`src/sv/anbs_pkg.sv`:
```
package anbs_pkg;

  localparam int BYTE_W = 8;
  localparam int TYPE_W = 5;
  localparam int PRI_W = 2;
  localparam int IDX_W = 23;
  localparam int MASK_W = 32;

  // most results one input byte can cause: four committed bytes plus a closing one
  localparam int MAX_RES = 5;
  localparam int CNT_W = 3;

  localparam logic [IDX_W-1:0] IDX_MAX = {IDX_W{1'b1}};
  localparam int MAX_NAL_BYTES_DEF = 8388608;
  localparam logic [MASK_W-1:0] PASS_MASK_RST = 32'h0000_01BF;

  localparam logic [BYTE_W-1:0] BYTE_ZERO = 8'h00;
  localparam logic [BYTE_W-1:0] BYTE_ONE = 8'h01;

  typedef struct packed {
    logic [BYTE_W-1:0] nal_byte;
    logic [TYPE_W-1:0] nal_type;
    logic [PRI_W-1:0]  ref_priority;
    logic              forbidden;
    logic              first_of_nal;
    logic              last_of_nal;
    logic [IDX_W-1:0]  byte_index;
    logic              frame_error;
  } res_t;

  typedef struct packed {
    res_t [MAX_RES-1:0] slot;
    logic [CNT_W-1:0]   count;
  } burst_t;

  // base + step, clipped at limit
  function automatic logic [IDX_W-1:0] sat_idx(input logic [IDX_W-1:0] base,
                                               input logic [CNT_W-1:0] step,
                                               input logic [IDX_W-1:0] limit);
    logic [IDX_W:0] sum;
    sum = {1'b0, base} + {{(IDX_W+1-CNT_W){1'b0}}, step};
    if (sum > {1'b0, limit}) begin
      return limit;
    end
    return sum[IDX_W-1:0];
  endfunction

endpackage

```
`src/sv/anbs_ifs.sv`:
```
interface anbs_in_if;
  import anbs_pkg::*;
  logic              valid;
  logic              ready;
  logic [BYTE_W-1:0] data_byte;
  logic              last_of_frame;
  modport source(output valid, output data_byte, output last_of_frame, input ready);
  modport sink(input valid, input data_byte, input last_of_frame, output ready);
endinterface

interface anbs_out_if;
  import anbs_pkg::*;
  logic              valid;
  logic              ready;
  logic [BYTE_W-1:0] nal_byte;
  logic [TYPE_W-1:0] nal_type;
  logic [PRI_W-1:0]  ref_priority;
  logic              forbidden;
  logic              first_of_nal;
  logic              last_of_nal;
  logic [IDX_W-1:0]  byte_index;
  logic              frame_error;
  modport source(output valid, output nal_byte, output nal_type, output ref_priority,
                 output forbidden, output first_of_nal, output last_of_nal,
                 output byte_index, output frame_error, input ready);
  modport sink(input valid, input nal_byte, input nal_type, input ref_priority,
               input forbidden, input first_of_nal, input last_of_nal,
               input byte_index, input frame_error, output ready);
endinterface

```
`src/sv/anbs_parser.sv`:
```
module anbs_parser #(
  parameter int MAX_NAL_BYTES = anbs_pkg::MAX_NAL_BYTES_DEF
) (
  input  logic                         clk,
  input  logic                         rst,
  input  logic                         adv,
  input  logic [anbs_pkg::BYTE_W-1:0]  a_byte,
  input  logic                         a_last,
  input  logic [anbs_pkg::MASK_W-1:0]  pass_mask,
  output anbs_pkg::burst_t             burst
);
  import anbs_pkg::*;

  localparam logic [IDX_W-1:0] IdxLimit =
    ((MAX_NAL_BYTES - 1) > int'(IDX_MAX)) ? IDX_MAX : IDX_W'(MAX_NAL_BYTES - 1);

  typedef enum logic [1:0] {PH_EXPECT, PH_UNIT, PH_DROP} phase_t;

  phase_t            phase, phase_next;
  logic [1:0]        zero_run, zero_run_next;
  logic [2:0]        prefix_count, prefix_count_next;
  logic [BYTE_W-1:0] held_byte, held_byte_next;
  logic              held_valid, held_valid_next;
  logic [BYTE_W-1:0] unit_header, unit_header_next;
  logic              unit_pass, unit_pass_next;
  logic [IDX_W-1:0]  unit_index, unit_index_next;

  logic              is_zero, is_one, start_code, fin, tail, err;
  logic [CNT_W-1:0]  nz, n, len, m;
  logic [BYTE_W-1:0] hdr_eff;
  logic              pass_eff;
  logic [IDX_W-1:0]  idx_k;

  always_comb begin
    phase_next        = phase;
    zero_run_next     = zero_run;
    prefix_count_next = prefix_count;
    held_byte_next    = held_byte;
    held_valid_next   = held_valid;
    unit_header_next  = unit_header;
    unit_pass_next    = unit_pass;
    unit_index_next   = unit_index;
    burst             = '0;
    err               = 1'b0;
    is_zero    = (a_byte == BYTE_ZERO);
    is_one     = (a_byte == BYTE_ONE);
    start_code = is_one && (zero_run >= 2'd2);
    nz         = '0;
    tail       = 1'b0;
    fin        = 1'b0;
    n          = '0;
    len        = '0;
    m          = '0;
    hdr_eff    = unit_header;
    pass_eff   = unit_pass;
    idx_k      = '0;

    case (phase)
      PH_EXPECT: begin
        if (is_zero && (prefix_count < 3'd3)) begin
          prefix_count_next = prefix_count + 3'd1;
          err = a_last;
        end else if (is_one && (prefix_count >= 3'd2)) begin
          prefix_count_next = '0;
          zero_run_next     = '0;
          held_byte_next    = '0;
          held_valid_next   = 1'b0;
          unit_header_next  = '0;
          unit_pass_next    = 1'b0;
          unit_index_next   = '0;
          phase_next        = a_last ? PH_EXPECT : PH_UNIT;
        end else begin
          err = 1'b1;
        end
        if (err) begin
          burst.slot[0].frame_error = 1'b1;
          burst.count               = CNT_W'(1);
          prefix_count_next         = '0;
          phase_next                = a_last ? PH_EXPECT : PH_DROP;
        end
      end

      PH_UNIT: begin
        // committed bytes this step: nz zeros, then the input byte if tail
        if (is_zero) begin
          if (a_last) begin
            nz = {1'b0, zero_run} + CNT_W'(1);
          end else begin
            nz = (zero_run == 2'd3) ? CNT_W'(1) : CNT_W'(0);
            zero_run_next = (zero_run == 2'd3) ? zero_run : zero_run + 2'd1;
          end
        end else if (!start_code) begin
          nz            = {1'b0, zero_run};
          tail          = 1'b1;
          zero_run_next = '0;
        end else begin
          zero_run_next = '0;
        end
        fin = start_code || a_last;
        n   = nz + {{(CNT_W-1){1'b0}}, tail};
        len = n + {{(CNT_W-1){1'b0}}, held_valid};
        m   = (len == '0) ? '0 : len - CNT_W'(1) + {{(CNT_W-1){1'b0}}, fin};

        if (!held_valid) begin
          hdr_eff  = (tail && (nz == '0)) ? a_byte : BYTE_ZERO;
          pass_eff = pass_mask[hdr_eff[TYPE_W-1:0]];
        end

        for (int k = 0; k < MAX_RES; k++) begin
          idx_k = sat_idx(unit_index, CNT_W'(k), IdxLimit);
          if (held_valid && (k == 0)) begin
            burst.slot[k].nal_byte = held_byte;
          end else if (tail && (len == CNT_W'(k + 1))) begin
            burst.slot[k].nal_byte = a_byte;
          end else begin
            burst.slot[k].nal_byte = BYTE_ZERO;
          end
          burst.slot[k].nal_type     = hdr_eff[TYPE_W-1:0];
          burst.slot[k].ref_priority = hdr_eff[6:5];
          burst.slot[k].forbidden    = hdr_eff[7];
          burst.slot[k].byte_index   = idx_k;
          burst.slot[k].first_of_nal = (idx_k == '0);
          burst.slot[k].last_of_nal  = fin && (len == CNT_W'(k + 1));
          burst.slot[k].frame_error  = 1'b0;
        end
        burst.count = pass_eff ? m : '0;

        if (fin) begin
          zero_run_next    = '0;
          held_byte_next   = '0;
          held_valid_next  = 1'b0;
          unit_header_next = '0;
          unit_pass_next   = 1'b0;
          unit_index_next  = '0;
          if (a_last) begin
            phase_next        = PH_EXPECT;
            prefix_count_next = '0;
          end
        end else begin
          unit_index_next = sat_idx(unit_index, m, IdxLimit);
          if (len != '0) begin
            held_valid_next  = 1'b1;
            held_byte_next   = tail ? a_byte : ((n == '0) ? held_byte : BYTE_ZERO);
            unit_header_next = hdr_eff;
            unit_pass_next   = pass_eff;
          end
        end
      end

      PH_DROP: begin
        if (a_last) begin
          phase_next        = PH_EXPECT;
          prefix_count_next = '0;
        end
      end

      default: begin
        phase_next = PH_EXPECT;
      end
    endcase
  end

  always_ff @(posedge clk) begin
    if (rst) begin
      phase        <= PH_EXPECT;
      zero_run     <= '0;
      prefix_count <= '0;
      held_byte    <= '0;
      held_valid   <= 1'b0;
      unit_header  <= '0;
      unit_pass    <= 1'b0;
      unit_index   <= '0;
    end else if (adv) begin
      phase        <= phase_next;
      zero_run     <= zero_run_next;
      prefix_count <= prefix_count_next;
      held_byte    <= held_byte_next;
      held_valid   <= held_valid_next;
      unit_header  <= unit_header_next;
      unit_pass    <= unit_pass_next;
      unit_index   <= unit_index_next;
    end
  end

endmodule

```
`src/sv/anbs_serial.sv`:
```
module anbs_serial (
  input  logic             clk,
  input  logic             rst,
  input  logic             take,
  input  anbs_pkg::burst_t burst,
  output logic             free,
  anbs_out_if.source       out_ch
);
  import anbs_pkg::*;

  anbs_pkg::burst_t hold;
  logic             valid;
  logic [CNT_W-1:0] ptr;
  logic             last_slot;
  logic             fire;
  logic             load;

  assign last_slot = (ptr == hold.count - CNT_W'(1));
  assign fire      = valid && out_ch.ready;
  assign free      = !valid || (out_ch.ready && last_slot);
  assign load      = take && (burst.count != '0);

  always_ff @(posedge clk) begin
    if (rst) begin
      valid <= 1'b0;
      ptr   <= '0;
    end else if (load) begin
      valid <= 1'b1;
      ptr   <= '0;
    end else if (fire) begin
      if (last_slot) begin
        valid <= 1'b0;
        ptr   <= '0;
      end else begin
        ptr <= ptr + CNT_W'(1);
      end
    end
  end

  always_ff @(posedge clk) begin
    if (load) begin
      hold <= burst;
    end
  end

  assign out_ch.valid        = valid;
  assign out_ch.nal_byte     = hold.slot[ptr].nal_byte;
  assign out_ch.nal_type     = hold.slot[ptr].nal_type;
  assign out_ch.ref_priority = hold.slot[ptr].ref_priority;
  assign out_ch.forbidden    = hold.slot[ptr].forbidden;
  assign out_ch.first_of_nal = hold.slot[ptr].first_of_nal;
  assign out_ch.last_of_nal  = hold.slot[ptr].last_of_nal;
  assign out_ch.byte_index   = hold.slot[ptr].byte_index;
  assign out_ch.frame_error  = hold.slot[ptr].frame_error;

`ifndef SYNTHESIS
  a_ptr_in_burst: assert property (@(posedge clk) disable iff (rst)
    valid |-> (ptr < hold.count))
    else $error("slot pointer beyond burst");

  a_stall_holds: assert property (@(posedge clk) disable iff (rst)
    (valid && !out_ch.ready) |=> (valid && $stable(ptr)))
    else $error("burst moved while stalled");

  a_drain_ends: assert property (@(posedge clk) disable iff (rst)
    (fire && last_slot && !load) |=> !valid)
    else $error("burst did not end after its last slot");

  a_reset_idle: assert property (@(posedge clk)
    rst |=> !valid)
    else $error("output valid after reset");
`endif

endmodule

```
`src/sv/annexb_nal_unit_splitter.sv`:
```
// Channel   Modport        Transaction
// --------  -------------  -------------------------------------------------
// in_ch     anbs_in_if     one frame byte, last_of_frame on the final byte
// out_ch    anbs_out_if    one unit byte with header tags, or a frame error
// cfg_*     write only     pass_mask, taken when cfg_we is high
//
// Each input byte is registered and then parsed; its 0 to 5 results load as a burst
// into the output stage, which hands them out one per cycle while out_ch is ready. A
// byte with several results holds the input side until its burst is handed out.
// Path: input register, combinational parser, burst register of the output stage.
// rst is synchronous: clears parser state, empties both stages, mask back to 0x1BF.
// A stalled output keeps its burst; one more input byte waits in the input register.
module annexb_nal_unit_splitter #(
  parameter int MAX_NAL_BYTES = anbs_pkg::MAX_NAL_BYTES_DEF
) (
  input  logic                        clk,
  input  logic                        rst,
  anbs_in_if.sink                     in_ch,
  anbs_out_if.source                  out_ch,
  input  logic                        cfg_we,
  input  logic [anbs_pkg::MASK_W-1:0] cfg_wdata
);
  import anbs_pkg::*;

  logic [MASK_W-1:0] pass_mask;

  // input register
  logic              a_valid;
  logic [BYTE_W-1:0] a_byte;
  logic              a_last;

  logic   free;
  logic   adv;
  burst_t burst;

  // parse the registered byte when the output stage can take its burst
  assign adv         = a_valid && free;
  assign in_ch.ready = !a_valid || adv;

  always_ff @(posedge clk) begin
    if (rst) begin
      pass_mask <= PASS_MASK_RST;
    end else if (cfg_we) begin
      pass_mask <= cfg_wdata;
    end
  end

  always_ff @(posedge clk) begin
    if (rst) begin
      a_valid <= 1'b0;
    end else if (in_ch.ready) begin
      a_valid <= in_ch.valid;
    end
  end

  always_ff @(posedge clk) begin
    if (in_ch.valid && in_ch.ready) begin
      a_byte <= in_ch.data_byte;
      a_last <= in_ch.last_of_frame;
    end
  end

  anbs_parser #(
    .MAX_NAL_BYTES(MAX_NAL_BYTES)
  ) u_parser (
    .clk      (clk),
    .rst      (rst),
    .adv      (adv),
    .a_byte   (a_byte),
    .a_last   (a_last),
    .pass_mask(pass_mask),
    .burst    (burst)
  );

  anbs_serial u_serial (
    .clk   (clk),
    .rst   (rst),
    .take  (adv),
    .burst (burst),
    .free  (free),
    .out_ch(out_ch)
  );

endmodule

```
`src/flat_wrapper.sv`:
```
// flat-port wrapper written by rule: the top's interface ports become plain ports
module annexb_nal_unit_splitter_flat import anbs_pkg::*;
#(
  parameter int MAX_NAL_BYTES = anbs_pkg::MAX_NAL_BYTES_DEF
)
  (clk, rst, cfg_we, cfg_wdata, in_ch_valid, in_ch_data_byte, in_ch_last_of_frame, in_ch_ready, out_ch_valid, out_ch_nal_byte, out_ch_nal_type, out_ch_ref_priority, out_ch_forbidden, out_ch_first_of_nal, out_ch_last_of_nal, out_ch_byte_index, out_ch_frame_error, out_ch_ready);
  anbs_in_if in_ch_i ();
  anbs_out_if out_ch_i ();
  input  logic clk;
  input  logic rst;
  input  logic cfg_we;
  input  logic [anbs_pkg::MASK_W-1:0] cfg_wdata;
  input wire logic [$bits(in_ch_i.valid)-1:0] in_ch_valid;
  input wire logic [$bits(in_ch_i.data_byte)-1:0] in_ch_data_byte;
  input wire logic [$bits(in_ch_i.last_of_frame)-1:0] in_ch_last_of_frame;
  output wire logic [$bits(in_ch_i.ready)-1:0] in_ch_ready;
  output wire logic [$bits(out_ch_i.valid)-1:0] out_ch_valid;
  output wire logic [$bits(out_ch_i.nal_byte)-1:0] out_ch_nal_byte;
  output wire logic [$bits(out_ch_i.nal_type)-1:0] out_ch_nal_type;
  output wire logic [$bits(out_ch_i.ref_priority)-1:0] out_ch_ref_priority;
  output wire logic [$bits(out_ch_i.forbidden)-1:0] out_ch_forbidden;
  output wire logic [$bits(out_ch_i.first_of_nal)-1:0] out_ch_first_of_nal;
  output wire logic [$bits(out_ch_i.last_of_nal)-1:0] out_ch_last_of_nal;
  output wire logic [$bits(out_ch_i.byte_index)-1:0] out_ch_byte_index;
  output wire logic [$bits(out_ch_i.frame_error)-1:0] out_ch_frame_error;
  input wire logic [$bits(out_ch_i.ready)-1:0] out_ch_ready;
  assign in_ch_i.valid = in_ch_valid;
  assign in_ch_i.data_byte = in_ch_data_byte;
  assign in_ch_i.last_of_frame = in_ch_last_of_frame;
  assign in_ch_ready = in_ch_i.ready;
  assign out_ch_valid = out_ch_i.valid;
  assign out_ch_nal_byte = out_ch_i.nal_byte;
  assign out_ch_nal_type = out_ch_i.nal_type;
  assign out_ch_ref_priority = out_ch_i.ref_priority;
  assign out_ch_forbidden = out_ch_i.forbidden;
  assign out_ch_first_of_nal = out_ch_i.first_of_nal;
  assign out_ch_last_of_nal = out_ch_i.last_of_nal;
  assign out_ch_byte_index = out_ch_i.byte_index;
  assign out_ch_frame_error = out_ch_i.frame_error;
  assign out_ch_i.ready = out_ch_ready;
  annexb_nal_unit_splitter #(.MAX_NAL_BYTES(MAX_NAL_BYTES)) u_core (.clk(clk), .rst(rst), .in_ch(in_ch_i), .out_ch(out_ch_i), .cfg_we(cfg_we), .cfg_wdata(cfg_wdata));
endmodule
```
`config.mk`:
```
export PLATFORM = sky130hd
export DESIGN_NAME = annexb_nal_unit_splitter_flat
export DESIGN_NICKNAME = d
export VERILOG_FILES = /design/src/sv/anbs_pkg.sv /design/src/sv/anbs_ifs.sv /design/src/sv/anbs_parser.sv /design/src/sv/anbs_serial.sv /design/src/sv/annexb_nal_unit_splitter.sv /design/src/flat_wrapper.sv
export SDC_FILE = /design/constraint.sdc
export NUM_CORES = 1
export LEC_CHECK = 0
export BUFFER_PORTS_ARGS = -buffer_cell sky130_fd_sc_hd__buf_2
export CAP_MARGIN = 20
export CORE_MARGIN = 2
export CORE_UTILIZATION = 35
export CTS_CLUSTER_SIZE = 24
export DETAILED_ROUTE_END_ITERATION = 10
export GPL_ROUTABILITY_DRIVEN = 0
export GPL_TIMING_DRIVEN = 0
export SKIP_CTS_REPAIR_TIMING = 1
export SLEW_MARGIN = 20
export SYNTH_ARGS = -nofsm -noshare
export SYNTH_HDL_FRONTEND = slang
export SYNTH_SLANG_ARGS = --single-unit
export TNS_END_PERCENT = 1
```
`constraint.sdc`:
```
create_clock -name clk -period 6.95 [get_ports clk]
set_input_delay 1.0425 -clock clk [delete_from_list [all_inputs] [get_ports clk]]
set_output_delay 1.0425 -clock clk [all_outputs]
set_load 0.05 [all_outputs]
```
# After elaboration in Yosys (flattened, before gate mapping)
# Cells that the tools add are included.
dict set report totals {
  mem_count 0
  latch_bits 0
  inputBits 46
  rom_bits 0
  ramBits 0
  register_bits 275
}
dict set report classes {
  multipliers 0
  n_eq_ne 20
  bitwise_logic 0
  magnitude_cmp 11
  shift 0
  n_reduce_logical 52
  mux 102
  n_addsub 14
  div_mod_pow 0
}
# op n
set op_table {}
lappend op_table {{$mux W23} 20}
lappend op_table {{$bmux W42 S3} 1}
lappend op_table {{$gt A24 B23 Y1 const B} 5}
lappend op_table {{$logic_not A23 Y1} 5}
lappend op_table {{$mux W8} 12}
lappend op_table {{$add A23 B2 Y24 const B} 2}
lappend op_table {{$pmux W23 S2} 1}
lappend op_table {{$mux W42} 1}
lappend op_table {{$mux W1} 33}
lappend op_table {{$mux W3} 11}
lappend op_table {{$pmux W8 S2} 2}
lappend op_table {{$mux W2} 13}
lappend op_table {{$add A23 B1 Y24 const B} 1}
lappend op_table {{$add A23 B3 Y24} 1}
lappend op_table {{$add A23 B3 Y24 const B} 1}
lappend op_table {{$gt A23 B23 Y1 const B} 1}
lappend op_table {{$logic_and A1 B1 Y1} 19}
lappend op_table {{$ne A4 B4 Y1 const B} 3}
lappend op_table {{$reduce_and A4 Y1} 3}
lappend op_table {{$reduce_and A6 Y1} 2}
lappend op_table {{$reduce_and A2 Y1} 5}
lappend op_table {{$add A3 B1 Y3} 3}
lappend op_table {{$logic_not A3 Y1} 3}
lappend op_table {{$ne A3 B3 Y1 const B} 3}
lappend op_table {{other kinds (33)} 48}

# Depth between registers and ports, before layout
# Gate-level depths: netlist (run 1).
dict set report logic_depth {
  depth_word 18
  mapped_depth 24
}

# Hierarchy
# From an unflattened synthesis (run 1), not the netlist that was laid out.
dict set report hier_totals {
  cells_unflattened 1621
  area_unflattened_um2 16828.6
}
# mod area_each_um2 instances cells_each
set modules_own_cells {}
lappend modules_own_cells {anbs_serial 8361.8 1 430}
lappend modules_own_cells {anbs_parser 6971.7 1 1072}
lappend modules_own_cells {annexb_nal_unit_splitter 1495.2 1 119}

# Worst setup path after synthesis (run 1)
# Ideal clock, no wire load.
dict set report synth_timing {
  path_kind {reg-to-reg}
  startpoint {register u_core.a_byte[1]}
  endpoint {register u_core.u_serial.hold[0] (netlist name), enable pin}
  setup_time_ns 0.479
  path_slack_ns 0.570
  path_buffers 1
  stages_incl_launch_ff 15
  arrival_time_ns 5.901
  synth_period_minus_slack_ns 6.380
  cell_sequence {edfxtp_1 buf_6 nor4_4 nand2_1 a21oi_1 inv_1 a22o_1 ha_1 ha_1 inv_1 ha_1 and3_1 o21ai_0 and3_1 a32o_2}
}
dict set report synth_between {
  elab_chain_cells 16
  elab_cells_between_ends 33
  classes_between {4 x add/sub; 1 x eq/ne; 18 x mux; 10 x reduce/logical}
}
# item line_no
set synth_lines {}
lappend synth_lines {{start: declaration} annexb_nal_unit_splitter.sv:29} ;# logic [BYTE_W-1:0] a_byte;
lappend synth_lines {{start signal: assignment} annexb_nal_unit_splitter.sv:58} ;# a_byte <= in_ch.data_byte;
lappend synth_lines {{branches (longest 13 deep; another with $add A3 B1 Y3)} --}
lappend synth_lines {{$pmux W4 S2 (*)} anbs_parser.sv:58} ;# case (phase)
lappend synth_lines {{$reduce_bool A3 Y1 (*)} anbs_serial.sv:21} ;# assign load = take && (burst.count != '0);
lappend synth_lines {{$logic_and A1 B1 Y1 (*)} anbs_serial.sv:21}
lappend synth_lines {{named net u_core.u_serial.load} anbs_serial.sv:16} ;# logic load;
lappend synth_lines {{end signal: assignment} anbs_serial.sv:42} ;# hold <= burst;
lappend synth_lines {{end: declaration} anbs_serial.sv:11} ;# anbs_pkg::burst_t hold;
# Mark *: on every way through the listed nets, which the timed path passes. The select of a mux whose other input is x is not followed.
# A chain may end at the register's enable or synchronous reset.

# Final worst setup path (run 1)
dict set report layout_timing {
  startpoint {register u_core.a_byte[6]}
  endpoint {register u_core.u_parser.unit_index[16]}
}
dict set report layout_between {
  elab_chain_cells 18
  elab_cells_between_ends 29
  classes_between {5 x add/sub; 1 x order compare; 3 x eq/ne; 13 x mux; 7 x reduce/logical}
}
# item line_no
set layout_lines {}
lappend layout_lines {{$eq A8 B1 Y1} anbs_parser.sv:46} ;# is_one = (a_byte == BYTE_ONE);
lappend layout_lines {{$logic_and A1 B1 Y1} anbs_parser.sv:47} ;# start_code = is_one && (zero_run >= 2'd2);
lappend layout_lines {{$mux W2 / $mux W1 (equally long branches)} anbs_parser.sv:92} ;# end else if (!start_code) begin
lappend layout_lines {{$mux W3 / $mux W1 (equally long branches)} anbs_parser.sv:85} ;# if (is_zero) begin
lappend layout_lines {{$mux W3 / $mux W1 (equally long branches)} anbs_parser.sv:58}
lappend layout_lines {{$add A3 B1 Y3} anbs_parser.sv:100} ;# n = nz + {{(CNT_W-1){1'b0}}, tail};
lappend layout_lines {{$add A3 B1 Y3} anbs_parser.sv:101} ;# len = n + {{(CNT_W-1){1'b0}}, held_valid};
lappend layout_lines {{$sub A3 B1 Y3} anbs_parser.sv:102} ;# m = (len == '0) ? '0 : len - CNT_W'(1) + {{(CNT_W-1){1'b0}}, fin};
lappend layout_lines {{[... 2 more ...]} --}
lappend layout_lines {{$add A23 B3 Y24} anbs_pkg.sv:41} ;# sum = {1'b0, base} + {{(IDX_W+1-CNT_W){1'b0}}, step};
lappend layout_lines {{$gt A24 B23 Y1} anbs_pkg.sv:42} ;# if (sum > {1'b0, limit}) begin
lappend layout_lines {{$mux W1} anbs_pkg.sv:42}
lappend layout_lines {{$mux W1} anbs_parser.sv:128} ;# if (fin) begin
lappend layout_lines {{$mux W1} anbs_parser.sv:58}
lappend layout_lines {{$mux W23} anbs_pkg.sv:45} ;# return sum[IDX_W-1:0];
lappend layout_lines {{$mux W23} anbs_parser.sv:128}
lappend layout_lines {{$pmux W23 S2} anbs_parser.sv:58}
lappend layout_lines {{end signal: assignment} anbs_parser.sv:181} ;# unit_index <= unit_index_next;
lappend layout_lines {{end: declaration} anbs_parser.sv:26} ;# logic [IDX_W-1:0] unit_index, unit_index_next;
# Several ways; a longest one is shown, not always the timed one. The select of a mux whose other input is x is not followed.

==> results of run 1 <==
[cell usage after synthesis, drive strengths merged (3+ instances only)]
cell type / n / area (um^2)
a211oi: 8 / 65.1
a21o: 4 / 30.0
a21oi: 143 / 723
a22o: 8 / 70.1
a22oi: 7 / 52.6
a2bb2o: 3 / 30.0
a31oi: 26 / 163
a32o: 3 / 31.3
a32oi: 5 / 43.8
a41oi: 3 / 26.3
and2: 69 / 432
and3: 19 / 119
and4: 5 / 43.8
buf: 41 / 188
clkbuf: 86 / 323
dfxtp: 85 / 1700
edfxtp: 186 / 5590
ha: 22 / 275
inv: 55 / 206
mux2: 4 / 45.0
mux2i: 42 / 420
mux4: 37 / 833
nand2: 132 / 498
nand2b: 4 / 25.0
nand3: 40 / 200
nand3b: 3 / 22.5
nand4: 28 / 188
nor2: 161 / 604
nor2b: 4 / 25.0
nor3: 67 / 372
nor3b: 6 / 50.1
nor4: 20 / 155
nor4b: 4 / 35.0
o21a: 5 / 37.5
o21ai: 60 / 304
o221a: 3 / 33.8
o22ai: 7 / 43.8
o31ai: 4 / 30.0
or2: 4 / 25.0
or3: 8 / 50.1
or4: 4 / 30.0
xnor2: 56 / 490
xor2: 28 / 245
[metrics by stage]
stage / setup slack [ps] / cell area (um^2) / utilization / total power [uW] / setup TNS (ps)
6_report: 596 / 17500 / 0.408 / 3780 / 0
5_1_grt: 43.9 / 17500 / 0.408 / 3900 / 0
4_1_cts: 413 / 17500 / 0.407 / 3810 / 0
3_5_place_dp: 459 / 16400 / 0.382 / 2090 / 0
3_3_place_gp: -1100 / 16300 / 0.380 / 2080 / -192380
2_1_floorplan: 570 / 15100 / - / 2010 / 0
[sequential cells by signal, summed over array words and instances (netlist names)]
register                      cells
u_core.u_parser.unit_index       23
u_core.a_byte                     8
u_core.a_valid                    1
u_core.u_parser.unit_pass         1
u_core.u_parser.prefix_count      3
u_core.u_parser.phase             2
u_core.u_parser.held_byte         8
u_core.u_serial.out_ch.valid      1
u_core.u_parser.zero_run          2
u_core.u_serial.hold            177
u_core.pass_mask                 32
u_core.a_last                     1
u_core.u_serial.ptr               3
u_core.u_parser.unit_header       8
u_core.u_parser.held_valid        1
[critical path: stages, from the launching register on]
cell	delay, ps
edfxtp_1	570
nor3_2	420
nand2_1	260
a21oi_1	500
inv_1	280
a22o_1	250
ha_1	190
ha_1	300
ha_1	280
clkbuf_1	320
nor2_1	110
and2_0	160
buf_2	170
nor2_1	250
ha_1	290
a21o_1	190
a21oi_2	400
nor3_1	130
nand2_1	240
clkbuf_1	440
o21ai_0	190
a21oi_1	180
nor3_1	70
[logic make-up (layout without fill, tap and decap cells)]
kind of cell / Yosys count / count (layout) / synth area share
buf+inv: 183 / 330 / 0.0477
mux: 83 / 83 / 0.0859
fa+ha+maj: 23 / 23 / 0.0195
compound gates: 302 / 302 / 0.120
xor+xnor: 86 / 86 / 0.0516
simple gates: 583 / 583 / 0.193
flops: 271 / 271 / 0.482
[where the power goes]
group / internal [uW] / leakage, uW / total (uW) / switching [uW]
Clock: 1040 / 0.000541 / 1730 / 693
Combinational: 81.9 / 0.00308 / 247 / 165
Sequential: 1780 / 0.00251 / 1800 / 23.6
Total: 2900 / 0.00614 / 3780 / 882
[layout by cell type (no fill, tap or decap), types with 5 or more instances in the layout]
| cell | count |
|---|---|
| edfxtp_1 | 186 |
| nor2_1 | 161 |
| a21oi_1 | 140 |
| nand2_1 | 131 |
| buf_2 | 108 |
| clkbuf_1 | 87 |
| dfxtp_1 | 85 |
| and2_1 | 67 |
| nor3_1 | 60 |
| o21ai_0 | 57 |
| xnor2_1 | 56 |
| inv_1 | 55 |
| mux2i_1 | 42 |
| nand3_1 | 40 |
| mux4_2 | 37 |
| clkbuf_16 | 31 |
| xor2_1 | 28 |
| a31oi_1 | 26 |
| nand4_1 | 26 |
| ha_1 | 22 |
| and3_1 | 19 |
| buf_1 | 19 |
| nor4_1 | 18 |
| clkinv_2 | 9 |
| or3_1 | 8 |
| a22o_1 | 8 |
| a22oi_1 | 7 |
| a211oi_1 | 7 |
| o22ai_1 | 7 |
| nor3_2 | 6 |
| o21a_1 | 5 |
| nor3b_1 | 5 |
| and4_1 | 5 |
| a32oi_1 | 5 |
| bufinv_16 | 5 |
[how the worst min path moves through the flow]
stage / end / from / cells past startpoint
3_5_place_dp: u_core.u_parser.held_byte[6]$_SDFFE_PP0P_ / u_core.u_parser.held_byte[6]$_SDFFE_PP0P_ / 2
5_1_grt: u_core.u_parser.held_byte[3]$_SDFFE_PP0P_ / u_core.u_parser.held_byte[3]$_SDFFE_PP0P_ / 2
3_3_place_gp: u_core.u_parser.held_byte[3]$_SDFFE_PP0P_ / u_core.u_parser.held_byte[3]$_SDFFE_PP0P_ / 2
6_report: u_core.u_parser.held_byte[6]$_SDFFE_PP0P_ / u_core.u_parser.held_byte[6]$_SDFFE_PP0P_ / 2
2_1_floorplan: u_core.u_parser.held_byte[1]$_SDFFE_PP0P_ / u_core.u_parser.held_byte[1]$_SDFFE_PP0P_ / 2
4_1_cts: u_core.u_parser.held_byte[6]$_SDFFE_PP0P_ / u_core.u_parser.held_byte[6]$_SDFFE_PP0P_ / 2
[cell type report]
type / instances / area (um^2) / area share
flip-flops and latches: 271 / 7290 / 0.417
repair buffers: 91 / 522 / 0.0298
inverters: 56 / 210 / 0.0120
plain buffers: 127 / 510 / 0.0292
well taps: 585 / 732 / 0.0419
clock buffers: 36 / 828 / 0.0474
clock inverters: 20 / 254 / 0.0145
multi-input cells: 1077 / 7140 / 0.408
[layer usage]
layer | vias to the layer above | wire [um]
met5 | - | 0
met4 | 0 | 2320
met3 | 160 | 4460
met2 | 671 | 21100
met1 | 6005 | 19900
li1 | 5781 | -
==> impl.org, run 1 <==
** Run status
- Outcome :: finished, final reports clean

** CTS
- Max clock buf depth :: 3
- Master cell of the clock root buffer :: clkbuf_16
- Clock network latency to the later pin of the worst-skew pair :: between 500 and 600 ps
- TritonCTS built the clock tree.
- CTS built an H-tree with a depth of 1.
- After clock tree synthesis, the clock-pin slew on the worst setup and hold paths is 60 ps.
- Buffers inserted during clock tree synthesis total 30.
- Clock tree sinks :: 271

** Detailed routing
- Detailed-router iteration count before antenna repair :: 8
- Number of DRC markers after the initial detailed-route iteration :: 1848
- Via count :: about 13000
- Detailed-route DRC error count :: 0
- After detailed routing, the number of vias per cell comes to 5.58.
- Detailed-route wire length :: 47.8 mm
- Number of routed nets with antenna violations :: 0
- After detailed routing, the average wire length per cell comes to 21.1 um.

** STA
- Max Transition Viols Final :: 0
- On the final layout, the worst hold slack is 455 ps.
- For this run, the top clock speed supported by timing is 157 MHz.
- Between clock sinks in the finished design, the worst skew comes to 10.2 ps.
- Count of endpoints failing hold in the final timing report :: 0
- The worst pin sits at a relative slew slack of 0.277.
- Minimum clock period :: 6350 ps
- Setup repair after global routing left no endpoint under its margin.
- Crit share post-route :: 0.914
- Finish-stage setup viols :: 0
- At the pin with the least slew margin, the transition time is 1080 ps.

** GRT
- Pin count of the biggest net entering global routing :: 63
- Global routing usage on met2 :: 0.334
- The first global-routing pass estimated 73.6 mm of wire.
- GR met3 Demand/Resource :: 0.0448
- Vias in the first global route :: 12200
- Busiest layer in global routing :: met2
- GRT Total Usage :: 0.214
- The initial antenna violation count is 0.
- Global routing met1 resource utilization :: 0.289
- Overall overflow remaining after global route :: 0

** Synth
- Counting distinct cell types in the post-synthesis netlist gives 75.
- Post-Synthesis Cells :: 1531
- Dominant synthesized flop cell :: edfxtp_1
- Counting flops with a built-in enable in the synthesized netlist gives 186.
- The Yosys step of the flow raised 0 warnings.
- Counting flops with an async set or reset pin after synthesis yields a share of 0.
- Avg Inst Size Synth :: 9.88 um^2
- Sequential share of the synthesized area :: 0.482
- The mapped netlist covers 15100 um^2.
- FF+latch count, synth :: 271
- Mapped Nets :: 1600

** Critical path
- The worst setup path is captured at a flop.
- Setup slack, reg-to-reg :: approximately 600 ps
- Endpoint of the worst register-to-register path :: u_core.u_parser.unit_index[16]$_SDFFE_PP0P_
- Required time of the worst setup path :: ~7400 ps
- STA classifies the critical path startpoint as a flop.
- Critical path origin :: u_core.a_byte[6]$_DFFE_PP_
- Launching point of the worst reg2reg path :: u_core.a_byte[6]$_DFFE_PP_
- Of all nets on the critical path, the largest fanout is 10.
- Following the worst setup path forward leads to its endpoint at u_core.u_parser.unit_index[16]$_SDFFE_PP0P_.
- Counting cells, the worst reg-to-reg path comes to 22.
- Data on the critical path arrives at its endpoint at 6780 ps.
- CP Class :: flop to flop

** Die
- Die H :: 212 um
- Number of top-level pins :: 90
- The initial utilization of the core area, before any placement, comes to 0.353.
- The die is 212 um wide.
- Num rows :: 76
- Die footprint :: between 40000 and 50000 um^2
- Area of the core :: 42900 um^2

** Place
- The count of buffers added on input and output ports is 87.
- Once placement completed, the tool counted placed cells totaling about 2200.
- The wire-length estimate of the detail-placed layout is between 30 and 40 mm.

** Hold path
- In this run the worst hold path is classified as flop to flop.

** Layout
- Layout Area Growth over Synthesis :: 15.6%
- Antenna Diode Count :: 0
- Post-Layout Cell Count :: 2263
- For this run, the post-layout net count is 1723.
- Layout cells sized above 1 :: 0.142
- The layout has between 4000 and 5000 filler cells.

** Pwr
- Dividing total power by cell area gives a power density of 217 nW/um^2.
- Maximum VDD drop :: between 200 and 250 uV
- The analysis attributes to cell leakage a power of 0.00614 uW.

** Job
- Number of max-cap violations :: 0
No activity file was read; power rests on OpenSTA's default activity.
==> run 2, diff against run 1 <==
- CORE_UTILIZATION: 35 -> 55
- PLACE_DENSITY: unset -> 0.73
==> run 2 against run 1 <==
Total power fell by 3.3%. Via count rose by 2.0%. Hold slack improved by 1.3 ps. Register-to-register slack got worse by 80 ps. Utilization rose by 23 points. Clock power fell by 7%. Clock skew rose by 17 ps. Clock-buffer cell count fell by 2. Combinational power barely moved. Setup slack got worse by 77 ps. Global-route usage rose by 9.5 points. Sequential power barely moved. Critical endpoint is now u_core.u_parser.unit_index[17]$_SDFFE_PP0P_. Highest routed layer is now met5.
==> impl.org, run 2 (synthesis results as in run 1) <==
** Critical path
- The data arrival time of the critical path was 6860 ps (+80 ps).
- CP Class :: flop to flop
- The worst setup path is captured at a flop.
- The worst register-to-register path begins at u_core.a_byte[2]$_DFFE_PP_.
- Largest driver fanout on the critical path :: 10 (unchanged)
- Startpoint types :: flop
- Critical path origin :: u_core.a_byte[2]$_DFFE_PP_
- Required time of the worst setup path :: 7380 ps (about the same)
- The worst-case register-to-register setup slack is 520 ps (-80 ps).
- The number of cells on the worst reg-to-reg path is 22 (unchanged).

** Place
- Buffers added on ports :: 87 (unchanged)
- DP HPWL :: 32.1 mm (-7.7%)
- Placed cell count :: 1962 (-11%)

** Detailed routing
- Via count :: 12900 (+2.0%)
- Detailed-route wire length :: 44.5 mm (-6.8%)
- The detail-routed via count per cell was 6.38 (+15%).
- The final routed wire length divided by cell count was 22.1 um (+4.6%).
- The number of design-rule violations left by the first detailed-router iteration was 1584 (-14%).
- The number of detailed-route iterations in the first pass came to 6 (-2).
- The count of nets left with antenna violations after detail routing was 0 (unchanged).
- The number of remaining DRC errors is 0 (unchanged).

** STA
- Finish-stage setup viols :: 0 (unchanged)
- The final hold violation count came to 0 (unchanged).
- The number of slew-limit violations in the final report is 0 (unchanged).
- Transition time at the pin with the least slew margin :: 1180 ps (+107 ps)
- The highest clock frequency the design can meet was 156 MHz (-1.2%).
- The post-route clock period utilization is 0.925 (+0.0111).
- Setup Total Neg Slack :: 0 ps (unchanged)
- Max_slew headroom :: 0.205 (-0.0721)
- Setup skew after layout :: 27.4 ps (+17.1 ps)
- Minimum clock period :: 6430 ps (+77.0 ps)
- Unrepaired setup endpoints after global routing :: false

** Die
- The die boundary height came to 170 um (-20%).
- Number of top-level pins :: 90 (unchanged)
- Area of the core :: 27000 um^2 (-37%)
- Starting Density :: 0.561 (+0.209)
- Horizontal extent of the die :: 170 um (-20%)
- The die footprint was 28800 um^2 (-36%).
- The count of standard-cell rows is 60 (-21%).

** CTS
- Max clock buf depth :: 3 (unchanged)
- The cell sitting at the root of the clock tree is a clkbuf_16.
- The clock sink count was 271 (unchanged).
- The clock-pin slew of the registers on the worst-case setup and hold paths is 60 ps (about the same).
- Clock network latency to the later pin of the worst-skew pair :: 570 ps (about the same)
- Depth of the CTS H-tree :: 1 (unchanged)
- TritonCTS built the clock tree.
- Number of CTS-inserted buffers :: 29 (-3.3%)

** Hold path
- Hold path startpoint :: u_core.u_parser.held_byte[1]$_SDFFE_PP0P_
- The instance count along the most critical hold path was 2 (unchanged).
- The min-delay analysis places its worst path in the category flop to flop.

** Pwr
- Pwr/cell area :: 214 nW/um^2 (-1.0%)
- The maximum VDD drop came to 200 uV (-8.3%).
- The total chip power was 3660 uW (-3.3%).
- Standby leakage power :: 0.00609 uW (-0.86%)

** GRT
- The remaining global-route overflow is 0 (unchanged).
- Pin count of the biggest net entering global routing :: 59 (-6.3%)
- The all-layer global routing usage is 0.309 (+0.0952).
- The via count of the first global-routing pass came to 12300 (+1.2%).
- The wire length of the first global-routing pass came to 68.8 mm (-6.5%).
- Antenna violations before repair :: 1 (+1)

** Run status
- Outcome :: finished, final reports clean

** Layout
- Leading cell type in the layout, fill and taps excluded :: edfxtp_1
- The flip-flop count of the largest register, all copies and words added is 177 (unchanged).
- Leaving out fill and tap cells, the most frequent cells in the layout are edfxtp_1, nor2_1, a21oi_1, nand2_1, buf_2.
- Antenna Diode Count :: 0 (unchanged)
- Ranked by flip-flop count, first place goes to u_core.u_serial.hold.
- The share of final-layout standard cells stronger than drive strength 1 is 0.136 (-0.00623).
- The number of standard cells in the layout, taps in and fillers out came to 2015 (-11%).
- Layout Area Growth over Synthesis :: 12.9%
- The number of nets in the final layout was 1721 (-0.12%).
- Largest registers :: u_core.u_serial.hold x177, u_core.pass_mask x32, u_core.u_parser.unit_index x23

** Job
- The max-capacitance violation count came to 0 (unchanged).
[run 2: cell count changes in the layout (fill, tap and decap cells not counted), sizes merged]
cell      delta
clkbuf       -1
inv          -2
buf          -2
clkinv       +2
clkinvlp     -1
[run 2: power by group]
| group | internal (uW) | leakage [uW] | switching (uW) | total [uW] |
|---|---|---|---|---|
| clock network | 963 | 0.000492 | 646 | 1610 |
| registers | 1780 | 0.00251 | 23.8 | 1800 |
| logic | 81.5 | 0.00308 | 163 | 244 |
| total | 2830 | 0.00609 | 832 | 3660 |
[run 2: final timing paths]
kind                                                                    end
worst max-delay path            u_core.u_parser.unit_index[17]$_SDFFE_PP0P_
worst min register to register    u_core.u_parser.held_byte[1]$_SDFFE_PP0P_
worst min-delay path              u_core.u_parser.held_byte[1]$_SDFFE_PP0P_
worst max register to register  u_core.u_parser.unit_index[17]$_SDFFE_PP0P_
[run 2: cell type report]
class	count	area [um^2]
inverters	56	210
flip-flops and latches	271	7290
clock buffers	34	754
repair buffers	90	510
plain buffers	127	512
well taps	341	427
multi-input cells	1077	7130
clock inverters	19	238
fillers	2246	9880
[run 2: per-layer routing]
layer / wire, um / part of all wire / vias up / global-route usage
met2: 20400 / 0.46 / 835 / 0.498
met4: 2860 / 0.064 / 2 / 0.162
li1: - / - / 5798 / -
met1: 16800 / 0.38 / 6009 / 0.397
met5: 13 / 0.00029 / - / 0
met3: 4440 / 0.10 / 220 / 0.0623
[run 2: worst max-delay path, cell delays in order, from the launching register on]
cell      delay (ps)
edfxtp_1         540
nor4_4           440
nand2_1          260
a21oi_1          530
inv_1            300
a22o_1           250
ha_1             310
ha_1             190
ha_1             260
clkbuf_1         330
nor2_1           110
and2_0           160
buf_2            170
nor2_1           270
ha_1             290
a21o_1           190
a21oi_2          410
nor3_1           160
nand2_1          220
clkbuf_1         430
a31oi_1          160
o22ai_1          230
nor2_1            60
[run 2: through the flow]
stage               setup WS [ps]  hold slack, ps   util  area [um^2]
CTS                           376             458  0.633        17100
floorplan                     570             432      -        15100
detailed placement            406             450  0.596        16100
finish                        519             456  0.633        17100
global placement             -930             442  0.593        16000
global route                  190             481  0.633        17100
